==> src/hw/rtl/fsp_pkg.sv <==
// Shared types and constants of the format spec parser.
package fsp_pkg;

  // Parse phase codes
  localparam logic [3:0] PH_IDLE = 4'd0;
  localparam logic [3:0] PH_MAIN = 4'd1;
  localparam logic [3:0] PH_WDIG = 4'd2;
  localparam logic [3:0] PH_DOT  = 4'd3;
  localparam logic [3:0] PH_PDIG = 4'd4;
  localparam logic [3:0] PH_H    = 4'd5;
  localparam logic [3:0] PH_HH   = 4'd6;
  localparam logic [3:0] PH_L    = 4'd7;
  localparam logic [3:0] PH_LL   = 4'd8;
  localparam logic [3:0] PH_BIGL = 4'd9;
  localparam logic [3:0] PH_SKIP = 4'd10;

  // Characters with a special role
  localparam logic [7:0] CH_NUL  = 8'h00;
  localparam logic [7:0] CH_PCT  = 8'h25;
  localparam logic [7:0] CH_DOT  = 8'h2e;
  localparam logic [7:0] CH_STAR = 8'h2a;

  // Saturation limit of width and precision digit runs
  localparam logic [30:0] SAT_MAX = 31'h7fffffff;

  typedef struct packed {
    logic [7:0]         ch;
    logic signed [31:0] arg_value;
    logic               start_req;
  } char_item_t;

  typedef struct packed {
    logic [5:0]         conv_type;
    logic               left_align;
    logic               force_sign;
    logic               space_sign;
    logic               pad_zero;
    logic               flag_alt;
    logic               has_precision;
    logic               has_width;
    logic [30:0]        width;
    logic signed [31:0] precision;
    logic               is_literal_percent;
    logic               char_consumed;
  } spec_result_t;

  typedef struct packed {
    logic [3:0]         phase;
    logic               minus;
    logic               plus;
    logic               space;
    logic               zero;
    logic               alt;
    logic               prec_set;
    logic               wid_set;
    logic [30:0]        width;
    logic signed [31:0] precision;
  } parse_state_t;

endpackage

==> src/hw/rtl/fsp_step.sv <==
// Per-character parse step: next parser state and the result the character ends in.
module fsp_step import fsp_pkg::*; (
  input  char_item_t   item,
  input  parse_state_t cur,
  output parse_state_t nxt,
  output logic         has_res,
  output spec_result_t res
);

  // Conversion letters with no length prefix
  function automatic logic [5:0] conv_plain(input logic [7:0] c);
    case (c)
      "b":     return 6'd1;
      "c":     return 6'd2;
      "f":     return 6'd10;
      "x":     return 6'd11;
      "X":     return 6'd12;
      "d":     return 6'd13;
      "i":     return 6'd13;
      CH_PCT:  return 6'd27;
      "p":     return 6'd28;
      "s":     return 6'd35;
      "S":     return 6'd35;
      "u":     return 6'd36;
      "o":     return 6'd37;
      default: return 6'd0;
    endcase
  endfunction

  // Integer letters after a prefix; base is the code of 'b' for that prefix
  function automatic logic [5:0] prefix_conv(input logic [7:0] c, input logic [5:0] base);
    case (c)
      "b":     return base;
      "x":     return base + 6'd1;
      "X":     return base + 6'd2;
      "d":     return base + 6'd3;
      "i":     return base + 6'd3;
      "u":     return base + 6'd4;
      "o":     return base + 6'd5;
      default: return 6'd0;
    endcase
  endfunction

  // Multiply by ten and add a digit, saturating
  function automatic logic [30:0] sat_acc(input logic [30:0] acc, input logic [3:0] d);
    logic [34:0] v;
    v = ({4'd0, acc} << 3) + ({4'd0, acc} << 1) + {31'd0, d};
    return (v > {4'd0, SAT_MAX}) ? SAT_MAX : v[30:0];
  endfunction

  logic [7:0]  c;
  logic [3:0]  dval;
  logic        is_digit;
  logic        is_alnum;
  logic        lit;
  logic        run_main;
  logic        tok_bad;
  logic        fin;
  logic [5:0]  conv;
  logic [3:0]  phase_eff;
  logic [5:0]  k_h;
  logic [5:0]  k_hh;
  logic [5:0]  k_l;
  logic [5:0]  k_ll;
  logic [5:0]  k_plain;
  logic        star_neg;
  logic [31:0] star_mag;

  // Character classes and table lookups
  assign c        = item.ch;
  assign dval     = c[3:0];
  assign is_digit = (c >= "0") && (c <= "9");
  assign is_alnum = is_digit || ((c >= "a") && (c <= "z")) || ((c >= "A") && (c <= "Z"));
  assign k_h      = prefix_conv(c, 6'd29);
  assign k_hh     = prefix_conv(c, 6'd3);
  assign k_l      = (c == "f") ? 6'd9 : prefix_conv(c, 6'd15);
  assign k_ll     = prefix_conv(c, 6'd21);
  assign k_plain  = conv_plain(c);

  // Star width: zero or negative flips sign and sets left justify
  assign star_neg = item.arg_value[31] || (item.arg_value == 32'sd0);
  assign star_mag = star_neg ? (32'd0 - 32'(item.arg_value)) : 32'(item.arg_value);

  always_comb begin
    nxt       = cur;
    res       = '0;
    has_res   = 1'b0;
    conv      = 6'd0;
    fin       = 1'b0;
    run_main  = 1'b0;
    tok_bad   = 1'b0;
    lit       = 1'b0;
    phase_eff = cur.phase;

    // Restart on the character after the introducing percent
    if (item.start_req) begin
      nxt.minus     = 1'b0;
      nxt.plus      = 1'b0;
      nxt.space     = 1'b0;
      nxt.zero      = 1'b0;
      nxt.alt       = 1'b0;
      nxt.prec_set  = 1'b0;
      nxt.wid_set   = 1'b0;
      nxt.width     = '0;
      nxt.precision = '0;
      nxt.phase     = PH_MAIN;
      phase_eff     = PH_MAIN;
      lit           = (c == CH_PCT);
    end

    // Phase-specific handling
    if (lit) begin
      nxt.phase = PH_IDLE;
    end else begin
      case (phase_eff)
        PH_MAIN: run_main = 1'b1;
        PH_WDIG: begin
          if (is_digit) begin
            nxt.width = sat_acc(nxt.width, dval);
          end else begin
            nxt.phase = PH_MAIN;
            run_main  = 1'b1;
          end
        end
        PH_DOT: begin
          if (c == CH_STAR) begin
            nxt.precision = item.arg_value;
            nxt.phase     = PH_MAIN;
          end else if (is_digit) begin
            nxt.precision = {28'd0, dval};
            nxt.phase     = PH_PDIG;
          end else begin
            nxt.precision = '0;
            nxt.phase     = PH_MAIN;
            run_main      = 1'b1;
          end
        end
        PH_PDIG: begin
          if (is_digit) begin
            nxt.precision = {1'b0, sat_acc(nxt.precision[30:0], dval)};
          end else begin
            nxt.phase = PH_MAIN;
            run_main  = 1'b1;
          end
        end
        PH_H: begin
          if (k_h != 6'd0) begin
            conv = k_h;
            fin  = 1'b1;
          end else if (c == "h") begin
            nxt.phase = PH_HH;
          end else begin
            tok_bad = 1'b1;
          end
        end
        PH_HH: begin
          if (k_hh != 6'd0) begin
            conv = k_hh;
            fin  = 1'b1;
          end else begin
            tok_bad = 1'b1;
          end
        end
        PH_L: begin
          if (k_l != 6'd0) begin
            conv = k_l;
            fin  = 1'b1;
          end else if (c == "l") begin
            nxt.phase = PH_LL;
          end else begin
            tok_bad = 1'b1;
          end
        end
        PH_LL: begin
          if (k_ll != 6'd0) begin
            conv = k_ll;
            fin  = 1'b1;
          end else begin
            tok_bad = 1'b1;
          end
        end
        PH_BIGL: begin
          if (c == "f") begin
            conv = 6'd14;
            fin  = 1'b1;
          end else begin
            tok_bad = 1'b1;
          end
        end
        PH_SKIP: fin = !is_alnum;
        default: nxt.phase = PH_IDLE;
      endcase
    end

    // Main phase: flags, width, dot, prefixes and plain conversions
    if (run_main) begin
      if (c == CH_NUL) begin
        fin = 1'b1;
      end else if (c == "-") begin
        nxt.minus = 1'b1;
      end else if (c == "+") begin
        nxt.plus = 1'b1;
      end else if (c == " ") begin
        nxt.space = 1'b1;
      end else if (c == "0") begin
        nxt.zero = 1'b1;
      end else if (c == "#") begin
        nxt.alt = 1'b1;
      end else if (c == CH_DOT) begin
        nxt.prec_set = 1'b1;
        nxt.phase    = PH_DOT;
      end else if (c == CH_STAR) begin
        nxt.wid_set = 1'b1;
        if (star_neg) begin
          nxt.minus = 1'b1;
        end
        nxt.width = star_mag[31] ? SAT_MAX : star_mag[30:0];
      end else if (c == "h") begin
        nxt.phase = PH_H;
      end else if (c == "l") begin
        nxt.phase = PH_L;
      end else if (c == "L") begin
        nxt.phase = PH_BIGL;
      end else if (is_digit) begin
        nxt.wid_set = 1'b1;
        nxt.width   = {27'd0, dval};
        nxt.phase   = PH_WDIG;
      end else if (k_plain != 6'd0) begin
        conv = k_plain;
        fin  = 1'b1;
      end else begin
        tok_bad = 1'b1;
      end
    end

    // Unknown token: skip its alphanumerics, else end the spec here
    if (tok_bad) begin
      if (is_alnum) begin
        nxt.phase = PH_SKIP;
      end else begin
        fin = 1'b1;
      end
    end

    // Build the result
    if (lit) begin
      has_res                = 1'b1;
      res.is_literal_percent = 1'b1;
      res.char_consumed      = 1'b1;
    end else if (fin) begin
      has_res           = 1'b1;
      res.conv_type     = conv;
      res.left_align    = nxt.minus;
      res.force_sign    = nxt.plus;
      res.space_sign    = nxt.space;
      res.pad_zero      = nxt.zero;
      res.flag_alt      = nxt.alt;
      res.has_precision = nxt.prec_set;
      res.has_width     = nxt.wid_set;
      res.width         = nxt.width;
      res.precision     = nxt.precision;
      res.char_consumed = (conv != 6'd0);
      nxt.phase         = PH_IDLE;
    end
  end

endmodule

==> src/hw/rtl/format_spec_parser.sv <==
// Top level of the format spec parser: input register, parser state and result register.
//
//   Channel | Direction | Handshake              | Payload
//   char    | in        | char_valid, char_stall | char_data (char_item_t)
//   res     | out       | res_valid, res_stall   | res_data (spec_result_t)
//
// One character is taken per cycle while char_stall is low. A character parses while it
// is held in the input register; its result, if any, is registered on res as it advances.
// A single step of decode and multiply-by-ten accumulate handles each character.
// Reset clears the parser to idle with flags, width and precision at zero.
// A stalled result holds the input register only when the next character also
// ends a spec; other characters keep flowing under an output stall.
module format_spec_parser import fsp_pkg::*; (
  input  logic         clk,
  input  logic         rst,
  input  logic         char_valid,
  output logic         char_stall,
  input  char_item_t   char_data,
  output logic         res_valid,
  input  logic         res_stall,
  output spec_result_t res_data
);

  char_item_t   in_q;
  logic         in_full;
  parse_state_t state;
  parse_state_t state_next;
  logic         step_has;
  spec_result_t step_res;
  logic         advance;

  fsp_step u_step (
    .item    (in_q),
    .cur     (state),
    .nxt     (state_next),
    .has_res (step_has),
    .res     (step_res)
  );

  // Move the held character on unless its result cannot be stored
  assign advance    = in_full && (!step_has || !res_valid || !res_stall);
  assign char_stall = in_full && !advance;

  // Input register: take a transfer whenever not stalled
  always_ff @(posedge clk) begin
    if (rst) begin
      in_full <= 1'b0;
    end else if (!char_stall) begin
      in_full <= char_valid;
    end
  end

  always_ff @(posedge clk) begin
    if (char_valid && !char_stall) begin
      in_q <= char_data;
    end
  end

  // Parser state: advance once per processed character
  always_ff @(posedge clk) begin
    if (rst) begin
      state.phase     <= PH_IDLE;
      state.minus     <= 1'b0;
      state.plus      <= 1'b0;
      state.space     <= 1'b0;
      state.zero      <= 1'b0;
      state.alt       <= 1'b0;
      state.prec_set  <= 1'b0;
      state.wid_set   <= 1'b0;
      state.width     <= '0;
      state.precision <= '0;
    end else if (advance) begin
      state <= state_next;
    end
  end

  // Result register: load a new result, drop it once transferred
  always_ff @(posedge clk) begin
    if (rst) begin
      res_valid <= 1'b0;
    end else if (advance && step_has) begin
      res_valid <= 1'b1;
    end else if (!res_stall) begin
      res_valid <= 1'b0;
    end
  end

  always_ff @(posedge clk) begin
    if (advance && step_has) begin
      res_data <= step_res;
    end
  end

  // A character that ends a spec leaves the parser idle
  a_idle_after_result: assert property (@(posedge clk) disable iff (rst)
    advance && step_has |=> state.phase == PH_IDLE)
    else $error("parser not idle after a result");

  // Input stalls only while a character is held
  a_stall_needs_full: assert property (@(posedge clk) disable iff (rst)
    char_stall |-> in_full)
    else $error("input stalled with empty register");

  // A stalled result is never overwritten by a new one
  a_no_overwrite: assert property (@(posedge clk) disable iff (rst)
    res_valid && res_stall |-> !(advance && step_has))
    else $error("pending result overwritten");

  // A doubled percent carries no conversion and consumes its character
  a_literal_shape: assert property (@(posedge clk) disable iff (rst)
    res_valid && res_data.is_literal_percent |->
      res_data.conv_type == 6'd0 && res_data.char_consumed)
    else $error("malformed literal percent result");

endmodule

==> config.mk <==
export PLATFORM = sky130hd
export DESIGN_NAME = format_spec_parser
export DESIGN_NICKNAME = d
export VERILOG_FILES = /design/src/hw/rtl/fsp_pkg.sv /design/src/hw/rtl/fsp_step.sv /design/src/hw/rtl/format_spec_parser.sv
export SDC_FILE = /design/constraint.sdc
export NUM_CORES = 1
export LEC_CHECK = 0
export BUFFER_PORTS_ARGS = -buffer_cell sky130_fd_sc_hd__buf_2
export CAP_MARGIN = 20
export CORE_UTILIZATION = 35
export CTS_CLUSTER_DIAMETER = 120
export DETAILED_ROUTE_END_ITERATION = 12
export PLACE_DENSITY = 0.5
export RECOVER_POWER = 50
export SLEW_MARGIN = 20
export SYNTH_ARGS = -nofsm -noshare
export SYNTH_HDL_FRONTEND = slang
export SYNTH_SLANG_ARGS = --single-unit
==> constraint.sdc <==
create_clock -name clk -period 17.81 [get_ports clk]
set_clock_uncertainty 0.2 [all_clocks]
set_input_delay 3.562 -clock clk [delete_from_list [all_inputs] [get_ports clk]]
set_output_delay 3.562 -clock clk [all_outputs]
set_load 0.02 [all_outputs]
## After elaboration in Yosys (flattened, before gate mapping)

Index checks and enable logic that the tools add are counted.

- Input bits: 45
- Memory bits (writable): 0
- Register bits: 195
- Logic and storage cells: 249
- Bits in latches: 0
- Bits in read-only memories: 0
- Output and inout bits: 80
- Memories kept: 0

- Muxes and demuxes: 143
- Shift operators: 0
- Add/subtract/negate cells: 5
- Multiply operators: 0
- Equality and inequality tests: 34
- $lt $le $gt $ge: 8
- Reductions and logical operators: 31
- Div/mod/pow operators: 0
- Bitwise operators: 1

Operators with widths:

| kind | number |
|---|---|
| two-way mux 32 bit | 9 |
| two-way mux 31 bit | 5 |
| equality test 8 x 7 -> 1 bit, second input constant | 15 |
| two-way mux 6 bit | 17 |
| two-way mux 4 bit | 22 |
| two-way mux 42 bit | 2 |
| two-way mux 74 bit | 1 |
| adder 34 x 32 -> 35 bit | 2 |
| adder 35 x 4 -> 35 bit | 2 |
| greater-than comparator 35 x 31 -> 1 bit, second input constant | 2 |
| one-hot mux 6 bit (11 select lines) | 1 |
| equality test 8 x 6 -> 1 bit, second input constant | 8 |
| one-hot mux 32 bit (2 select lines) | 1 |
| two-way mux 1 bit | 63 |
| two-way mux 63 bit | 1 |
| one-hot mux 5 bit (6 select lines) | 2 |
| two-way mux 37 bit | 1 |
| two-way mux 36 bit | 1 |
| one-hot mux 6 bit (6 select lines) | 1 |
| nonzero test 6 bit | 6 |
| two-way mux 35 bit | 1 |
| two-way mux 34 bit | 1 |
| two-way mux 33 bit | 1 |
| logical NOT 32 bit | 1 |
| other kinds (25) | 56 |

## Logic depth before layout (Yosys ltp)

Gate-level depths: netlist of run 1.

- Depth in word-level cells: 34
- Gate-level depth with buffers: 18

## By module

Synthesis of run 1 repeated with hierarchy kept, for this count alone.

- Cell total of the unflattened synthesis: 1868
- Area, all modules: 16106.7 µm²

Modules (own cells, without submodules):

| module | area each (µm²) | cells an instance | seq. area each (µm²) | instances |
|---|---|---|---|---|
| fsp_step | 9150.0 | 1417 | 0.0 | 1 |
| format_spec_parser | 6956.7 | 451 | 5094.9 | 1 |

## Worst setup path after synthesis of run 1

OpenSTA, ideal clock, no wires.

- Path type: input to register
- From: in res_stall
- To: reg res_data[0] in the netlist's numbering (enable)
- Setup time: 540 ps
- Path buffers: 2
- Path slack: 9005 ps
- Arrival time: 8065 ps
- Cell stages on the path: 6
- Cell sequence: nand2_1 a31oi_1 a21bo_2 buf_2 clkbuf_1 a21oi_1

- Longest elaborated chain between the ends: 4

Ends and longest elaborated chain:

| element | line | RTL |
|---|---|---|
| start, declared | format_spec_parser.sv:20 | `input logic res_stall,` |
| logical NOT 1 bit | -- |  |
| logical OR 1 bit | format_spec_parser.sv:41 | `assign advance = in_full && (!step_has \|\| !res_valid \|\| !res_stall);` |
| logical AND 1 bit | format_spec_parser.sv:41 |  |
| logical AND 1 bit | format_spec_parser.sv:89 | `if (advance && step_has) begin` |
| end signal, assigned | format_spec_parser.sv:90 | `res_data <= step_res;` |
| end, declared | format_spec_parser.sv:21 | `output spec_result_t res_data` |

Every way passes these cells.
A chain may end at the register's enable or synchronous reset.

## Worst setup path after layout of run 1

- From: reg in_q[33] in the netlist's numbering
- To: out char_stall

RTL lines:

| element | line | RTL |
|---|---|---|
| start, declared | format_spec_parser.sv:24 | `char_item_t in_q;` |
| start signal, assigned | format_spec_parser.sv:55 | `in_q <= char_data;` |
| equality test 8 x 6 -> 1 bit * | fsp_step.sv:108 | `lit = (c == CH_PCT);` |
| two-way mux 1 bit * | fsp_step.sv:96 | `if (item.start_req) begin` |
| net u_step.lit | fsp_step.sv:55 | `logic lit;` |
| two-way mux 1 bit | fsp_step.sv:112 | `if (lit) begin` |
| two-way mux 1 bit | fsp_step.sv:228 | `end else if (k_plain != 6'd0) begin` |
| two-way mux 1 bit | fsp_step.sv:224 | `end else if (is_digit) begin` |
| two-way mux 1 bit | fsp_step.sv:222 | `end else if (c == "L") begin` |
| two-way mux 1 bit | fsp_step.sv:220 | `end else if (c == "l") begin` |
| [11 not listed] | -- |  |
| two-way mux 1 bit | fsp_step.sv:237 | `if (tok_bad) begin` |
| two-way mux 1 bit | fsp_step.sv:250 | `end else if (fin) begin` |
| two-way mux 1 bit * | fsp_step.sv:246 | `if (lit) begin` |
| logical NOT 1 bit * | format_spec_parser.sv:41 |  |
| logical OR 1 bit * (2 in a row) | format_spec_parser.sv:41 |  |
| logical AND 1 bit * | format_spec_parser.sv:41 |  |
| logical NOT 1 bit * | format_spec_parser.sv:42 | `assign char_stall = in_full && !advance;` |
| logical AND 1 bit * | format_spec_parser.sv:42 |  |
| end, declared | format_spec_parser.sv:17 | `output logic char_stall,` |

Mark *: on every way through the listed nets, which the timed path passes. The rest lies on a longest branch.

==> qor.yml, run 1 <==
holdBufCountCts: 0
required_ps: 14050
dieArea_um2: 45500
rsz0062_at_grt: "no"
grt_max_degree: 94
p_int_uw: 728
drc: 0
grt-ovfl-total: 0
netlist.top_cell.by_area: "edfxtp_1"
drv_slew: 116
preCtsSetupSlack_ps: 10000
fin_crit_sh_pct: 46.0
grt_pass1_wl_um: 83400
ys_warn_count: 0
netlist_instances: 1815
antenna_found_initial: 0
synth_seq_cells: 195
die_w_um: 213
cpMaxStageDelayCell: "a221oi_1"
avgRoutedWirePerCell_um: 22.1
startpoint: "in_q[33]"
hold_path_class: "reg -> reg"
cp_common_cell: "inv_1"
cts_setup_buffers: 0
path_max_fanout: 25
power_frac_comb_pct: 13.7
core.rowCount: 77
globalplace.congestion: 0.907
dr.pass1.iters: 5
die_h_um: 213
path_buf_inv: 3
path_clk_slew_ps: 80
synth-async-reset-ratio_pct: 0
pwr-share-clk_pct: 37.4
r2r-start: "in_q[37]"
p_switching_uw: 324
final_common_cell: "nor2_1"
p_per_area_nw_per_um2: 61.1
portBuffers: 124
synth.cell_area_um2: 15600
hold_viol: 0
post-route-min-period_ps: 8200
grt_pass1_vias: 14200
synth.area.top_cells: "edfxtp_1 (23%), ha_1 (9.8%), dfxtp_1 (9.7%)"
io_pins: 125
clk_latency_ps: 500
drt_wl_total_um: 54500
finalPower_mw: 1.05
ir_drop_v: 0.0000692
dpl.cell_count: 2433
drive_gt1_share_pct: 7.74
vias: 14700
yosysSeqAreaShare_pct: 32.6
status: "complete, but fails checks"
root_buffer: "clkbuf_16"
drt_iter0_markers: 1070
worstMarginPinSlew_ps: 2730
fillers: 4598
start_util_pct: 35.4
instances_no_fill: 2465
vias_per_cell: 5.95
startpoint_type: "flop"
cts_sinks: 195
fmax_mhz: 122
synth_top_cell_area_share_pct: 22.8
switching_share_pct: 30.8
cts_tree: "built"
clock_path_buffers: 2
fin_hold_ws_ps: 284
areaGrowthSynthToFinish_pct: 10.0
core_region_area_um2: 44100
layout_common_cells: "nor2_1 (194), a21oi_1 (133), ha_1 (123)"
ctsResizeCount: 0
slowest_delay_ps: 830
setup_slack_ps: 9610
arrival_ps: 4430
fin_nets: 2031
setup_viol: 0
cp_top_family: "simple AND/OR/NAND/NOR gates"
cts_buffers: 17
ant_nets: 0
synth_nets: 1986
crit_chain: "and4bb_1 -> nand3_1 -> inv_1 -> a221oi_1 -> and3_1 -> nand4_1 -> and2_0 -> o21bai_1 -> o2111ai_1 -> inv_1 -> buf_2"
power.leakage_nw: 6.60
htree_levels: 4
violations: "max-capacitance violations, max-slew violations"
syn_avg_cell_area_um2: 8.62
hpwlAfterDp_um: 39100
min-delay-start: "state[14]"
ys_types: 93
dominantRegCellSynth: "edfxtp_1"
antenna_cells: 0
max_slew_margin_pct: -82.2
path_class: "reg -> out"
sequentialPowerShare_pct: 48.9
synth_edf_count: 119
tns_ps: 0
cap_violations: 3
track_usage_pct: 24.2
critical_path.endpoint_type: "output port"
synthesized netlist by cell type (all sizes together) (20+ instances only):
cell type and count:
a211oi 24, a21o 38, a21oi 136, a221oi 20, a311oi 33, buf 28, clkbuf 96, dfxtp 76
edfxtp 119, ha 123, inv 33, nand2 114, nand2b 26, nand3 38, nand3b 26, nor2 196
nor2b 76, nor3 49, nor4 22, o21a 37, o21ai 122, o41ai 26, or3 26, xnor2 58
routing by layer:
layer	wire [um]	GRT usage, %	up-vias	part of all wire [%]
met2	25100	39.2	407	46
li1	-	-	6998	-
met3	2270	3.90	82	4.2
met1	25200	31.9	7181	46
met4	1920	10.5	0	3.5
met5	0	0	-	0
worst paths after layout:
check,end,slack (ps),depth (start not counted)
max,char_stall,9610,11
min,state[14],280,2
max reg2reg,res_data[36],10260,12
min reg2reg,state[14],280,2
tightest hold or removal path, stage by stage, from the launching register on:
cell and delay (ps):
dfxtp_1 330, nand3b_1 70, o41ai_1 60
sequential cells by signal, summed over array words and instances, names as in the netlist:
signal	count
state	74
res_data	78
res_valid	1
in_full	1
in_q	41
power groups by stage:
| stage | clock network [mW] | logic, mW | registers [mW] |
|---|---|---|---|
| detailed placement | 0 | 0.145 | 0.524 |
| global route | 0.419 | 0.159 | 0.516 |
| floorplan | 0 | 0.0979 | 0.520 |
| CTS | 0.407 | 0.146 | 0.514 |
| finish | 0.394 | 0.144 | 0.514 |
| global placement | 0 | 0.144 | 0.524 |
stage by stage:
step / area, um2 / util [%]
6_report: 17200 / 39.0
5_1_grt: 17200 / 39.0
4_1_cts: 17300 / 39.3
3_5_place_dp: 16700 / 38.0
3_3_place_gp: 16700 / 38.0
2_1_floorplan: 15600 / -
final cells by class:
type                       instances  area (um2)  area share [%]
sequential                       195        5090            29.6
clock inverter                    15         146           0.851
clock buffer                      17         425            2.47
timing repair buffer             150         718            4.17
tap                              592         741            4.30
multi-input combinational       1463        9960            57.9
inverter                          33         124           0.720
logic make-up after synthesis:
kind of cell    synth area share [%]
simple gates                    21.8
compound gates                  26.7
flops                           32.6
buf+inv                         4.14
fa+ha+maj                       10.2
xor+xnor                        4.14
mux                            0.448
Note: power is estimated with default switching activity, not from simulation.
==> inputs of run 2 (changes only) <==
clock period = 7.9 ns   (was 17.81 ns; I/O delays follow)
==> qor.yml, run 2 (synthesis gave the netlist of run 1 again) <==
status: "complete, but fails checks"
violations: "max-capacitance violations, max-slew violations"
clk_latency_ps: 520
hold_viol: 0
globalplace.congestion: 0.939
dr.pass1.iters: 7
antenna_found_initial: 0
cp_common_cell: "inv_1"
grt_pass1_wl_um: 84400
die_w_um: 213
ant_nets: 0
critical_path.endpoint_type: "output port"
fin_crit_sh_pct: 79.5
cts_buffers: 17
largest_reg_flops: 78
grt_pass1_vias: 14100
final_common_cell: "nor2_1"
cts_tree: "built"
drc: 0
drv_slew: 202
ff2ff_path_depth: 10
antenna_cells: 0
fmax_mhz: 159
areaGrowthSynthToFinish_pct: 10.2
io_pins: 125
avgRoutedWirePerCell_um: 22.4
startpoint: "in_q[34]"
slowest_delay_ps: 1040
p_per_area_nw_per_um2: 140
track_usage_pct: 24.6
grt_max_degree: 89
fin_nets: 2030
fillers: 4614
startpoint_type: "flop"
path_buf_inv: 3
drt_wl_total_um: 55200
portBuffers: 124
hpwlAfterDp_um: 39200
required_ps: 6120
cts_sinks: 195
cpMaxStageDelayCell: "edfxtp_1"
clock_path_buffers: 2
vias: 14600
crit_cells: 11
vias_per_cell: 5.91
grt-ovfl-total: 0
rsz0062_at_grt: "no"
preCtsSetupSlack_ps: 2550
r2r_slack_ps: 1890
crit_chain: "and4bb_1 -> nand3_1 -> inv_1 -> a221oi_1 -> and3_1 -> nand4_1 -> and2_0 -> o21bai_1 -> o2111ai_1 -> inv_1 -> buf_2"
hold_path_class: "reg -> reg"
root_buffer: "clkbuf_16"
power.leakage_nw: 6.61
ctsResizeCount: 0
worstMarginPinSlew_ps: 2720
start_util_pct: 35.4
ir_drop_v: 0.000157
max_slew_margin_pct: -81.3
drive_gt1_share_pct: 7.64
die_h_um: 213
tns_ps: 0
path_clk_slew_ps: 80
setup_slack_ps: 1620
drt_iter0_markers: 1128
reg.largest.list: "res_data (78), state (74), in_q (41)"
dieArea_um2: 45500
core_region_area_um2: 44100
path_class: "reg -> out"
path_max_fanout: 31
cap_violations: 3
layout_common_cells: "nor2_1 (194), a21oi_1 (133), ha_1 (123)"
r2r-end: "in_q[4]"
htree_levels: 4
holdBufCountCts: 0
arrival_ps: 4500
setup_viol: 0
core.rowCount: 77
largest-register: "res_data"
r2r-start: "in_q[35]"
cts_setup_buffers: 0
cp_top_family: "simple AND/OR/NAND/NOR gates"
post-route-min-period_ps: 6280
crit_path_end: "char_stall"
run 2: layout make-up:
class	count	area (um2)	area share (%)
timing repair buffer	149	712	4.13
inverter	33	124	0.718
clock buffer	17	425	2.47
multi-input combinational	1463	9970	57.8
sequential	195	5090	29.6
clock inverter	15	178	1.03
tap	592	741	4.30
run 2: through the flow:
step	std cells	total power, mW	hold WS (ps)	cell area, um2	utilization, %
global placement	2431	1.50	259	16700	38.0
CTS	2463	2.44	286	17400	39.3
global route	2464	2.50	317	17200	39.1
floorplan	1815	1.39	247	15600	-
detailed placement	2431	1.51	264	16700	38.0
finish	2464	2.41	288	17200	39.1
run 2: routing by layer:
metal	global-route usage [%]	routed length, um	share of wire, %	vias to the layer above
met5	0	0	0	-
met4	10.5	1700	3.1	0
li1	-	-	-	6995
met3	3.54	2480	4.5	80
met1	32.2	24900	45	7073
met2	40.5	26100	47	416
run 2: where the power goes:
part	internal [mW]	total [mW]	switching, mW
clock	0.430	0.925	0.496
sequential	1.12	1.16	0.0476
combinational	0.110	0.320	0.210
run 2: worst min-delay path by stage:
stage	end	slack [ps]	start	cells past startpoint
2_1_floorplan	state[0]	250	state[0]	2
3_3_place_gp	state[14]	260	state[14]	2
3_5_place_dp	state[14]	260	state[14]	2
4_1_cts	state[63]	290	state[63]	2
5_1_grt	state[17]	320	state[17]	2
6_report	state[12]	290	state[12]	2
run 2: worst reg2reg max path, cell delays in order (launching register included):
cell	delay, ps
edfxtp_1	1040
xnor2_1	280
a32oi_1	140
o21ai_0	600
nor4_1	160
nor3_1	360
and2_0	230
o21bai_1	130
o2111ai_1	290
and2_2	190
clkbuf_1	1900
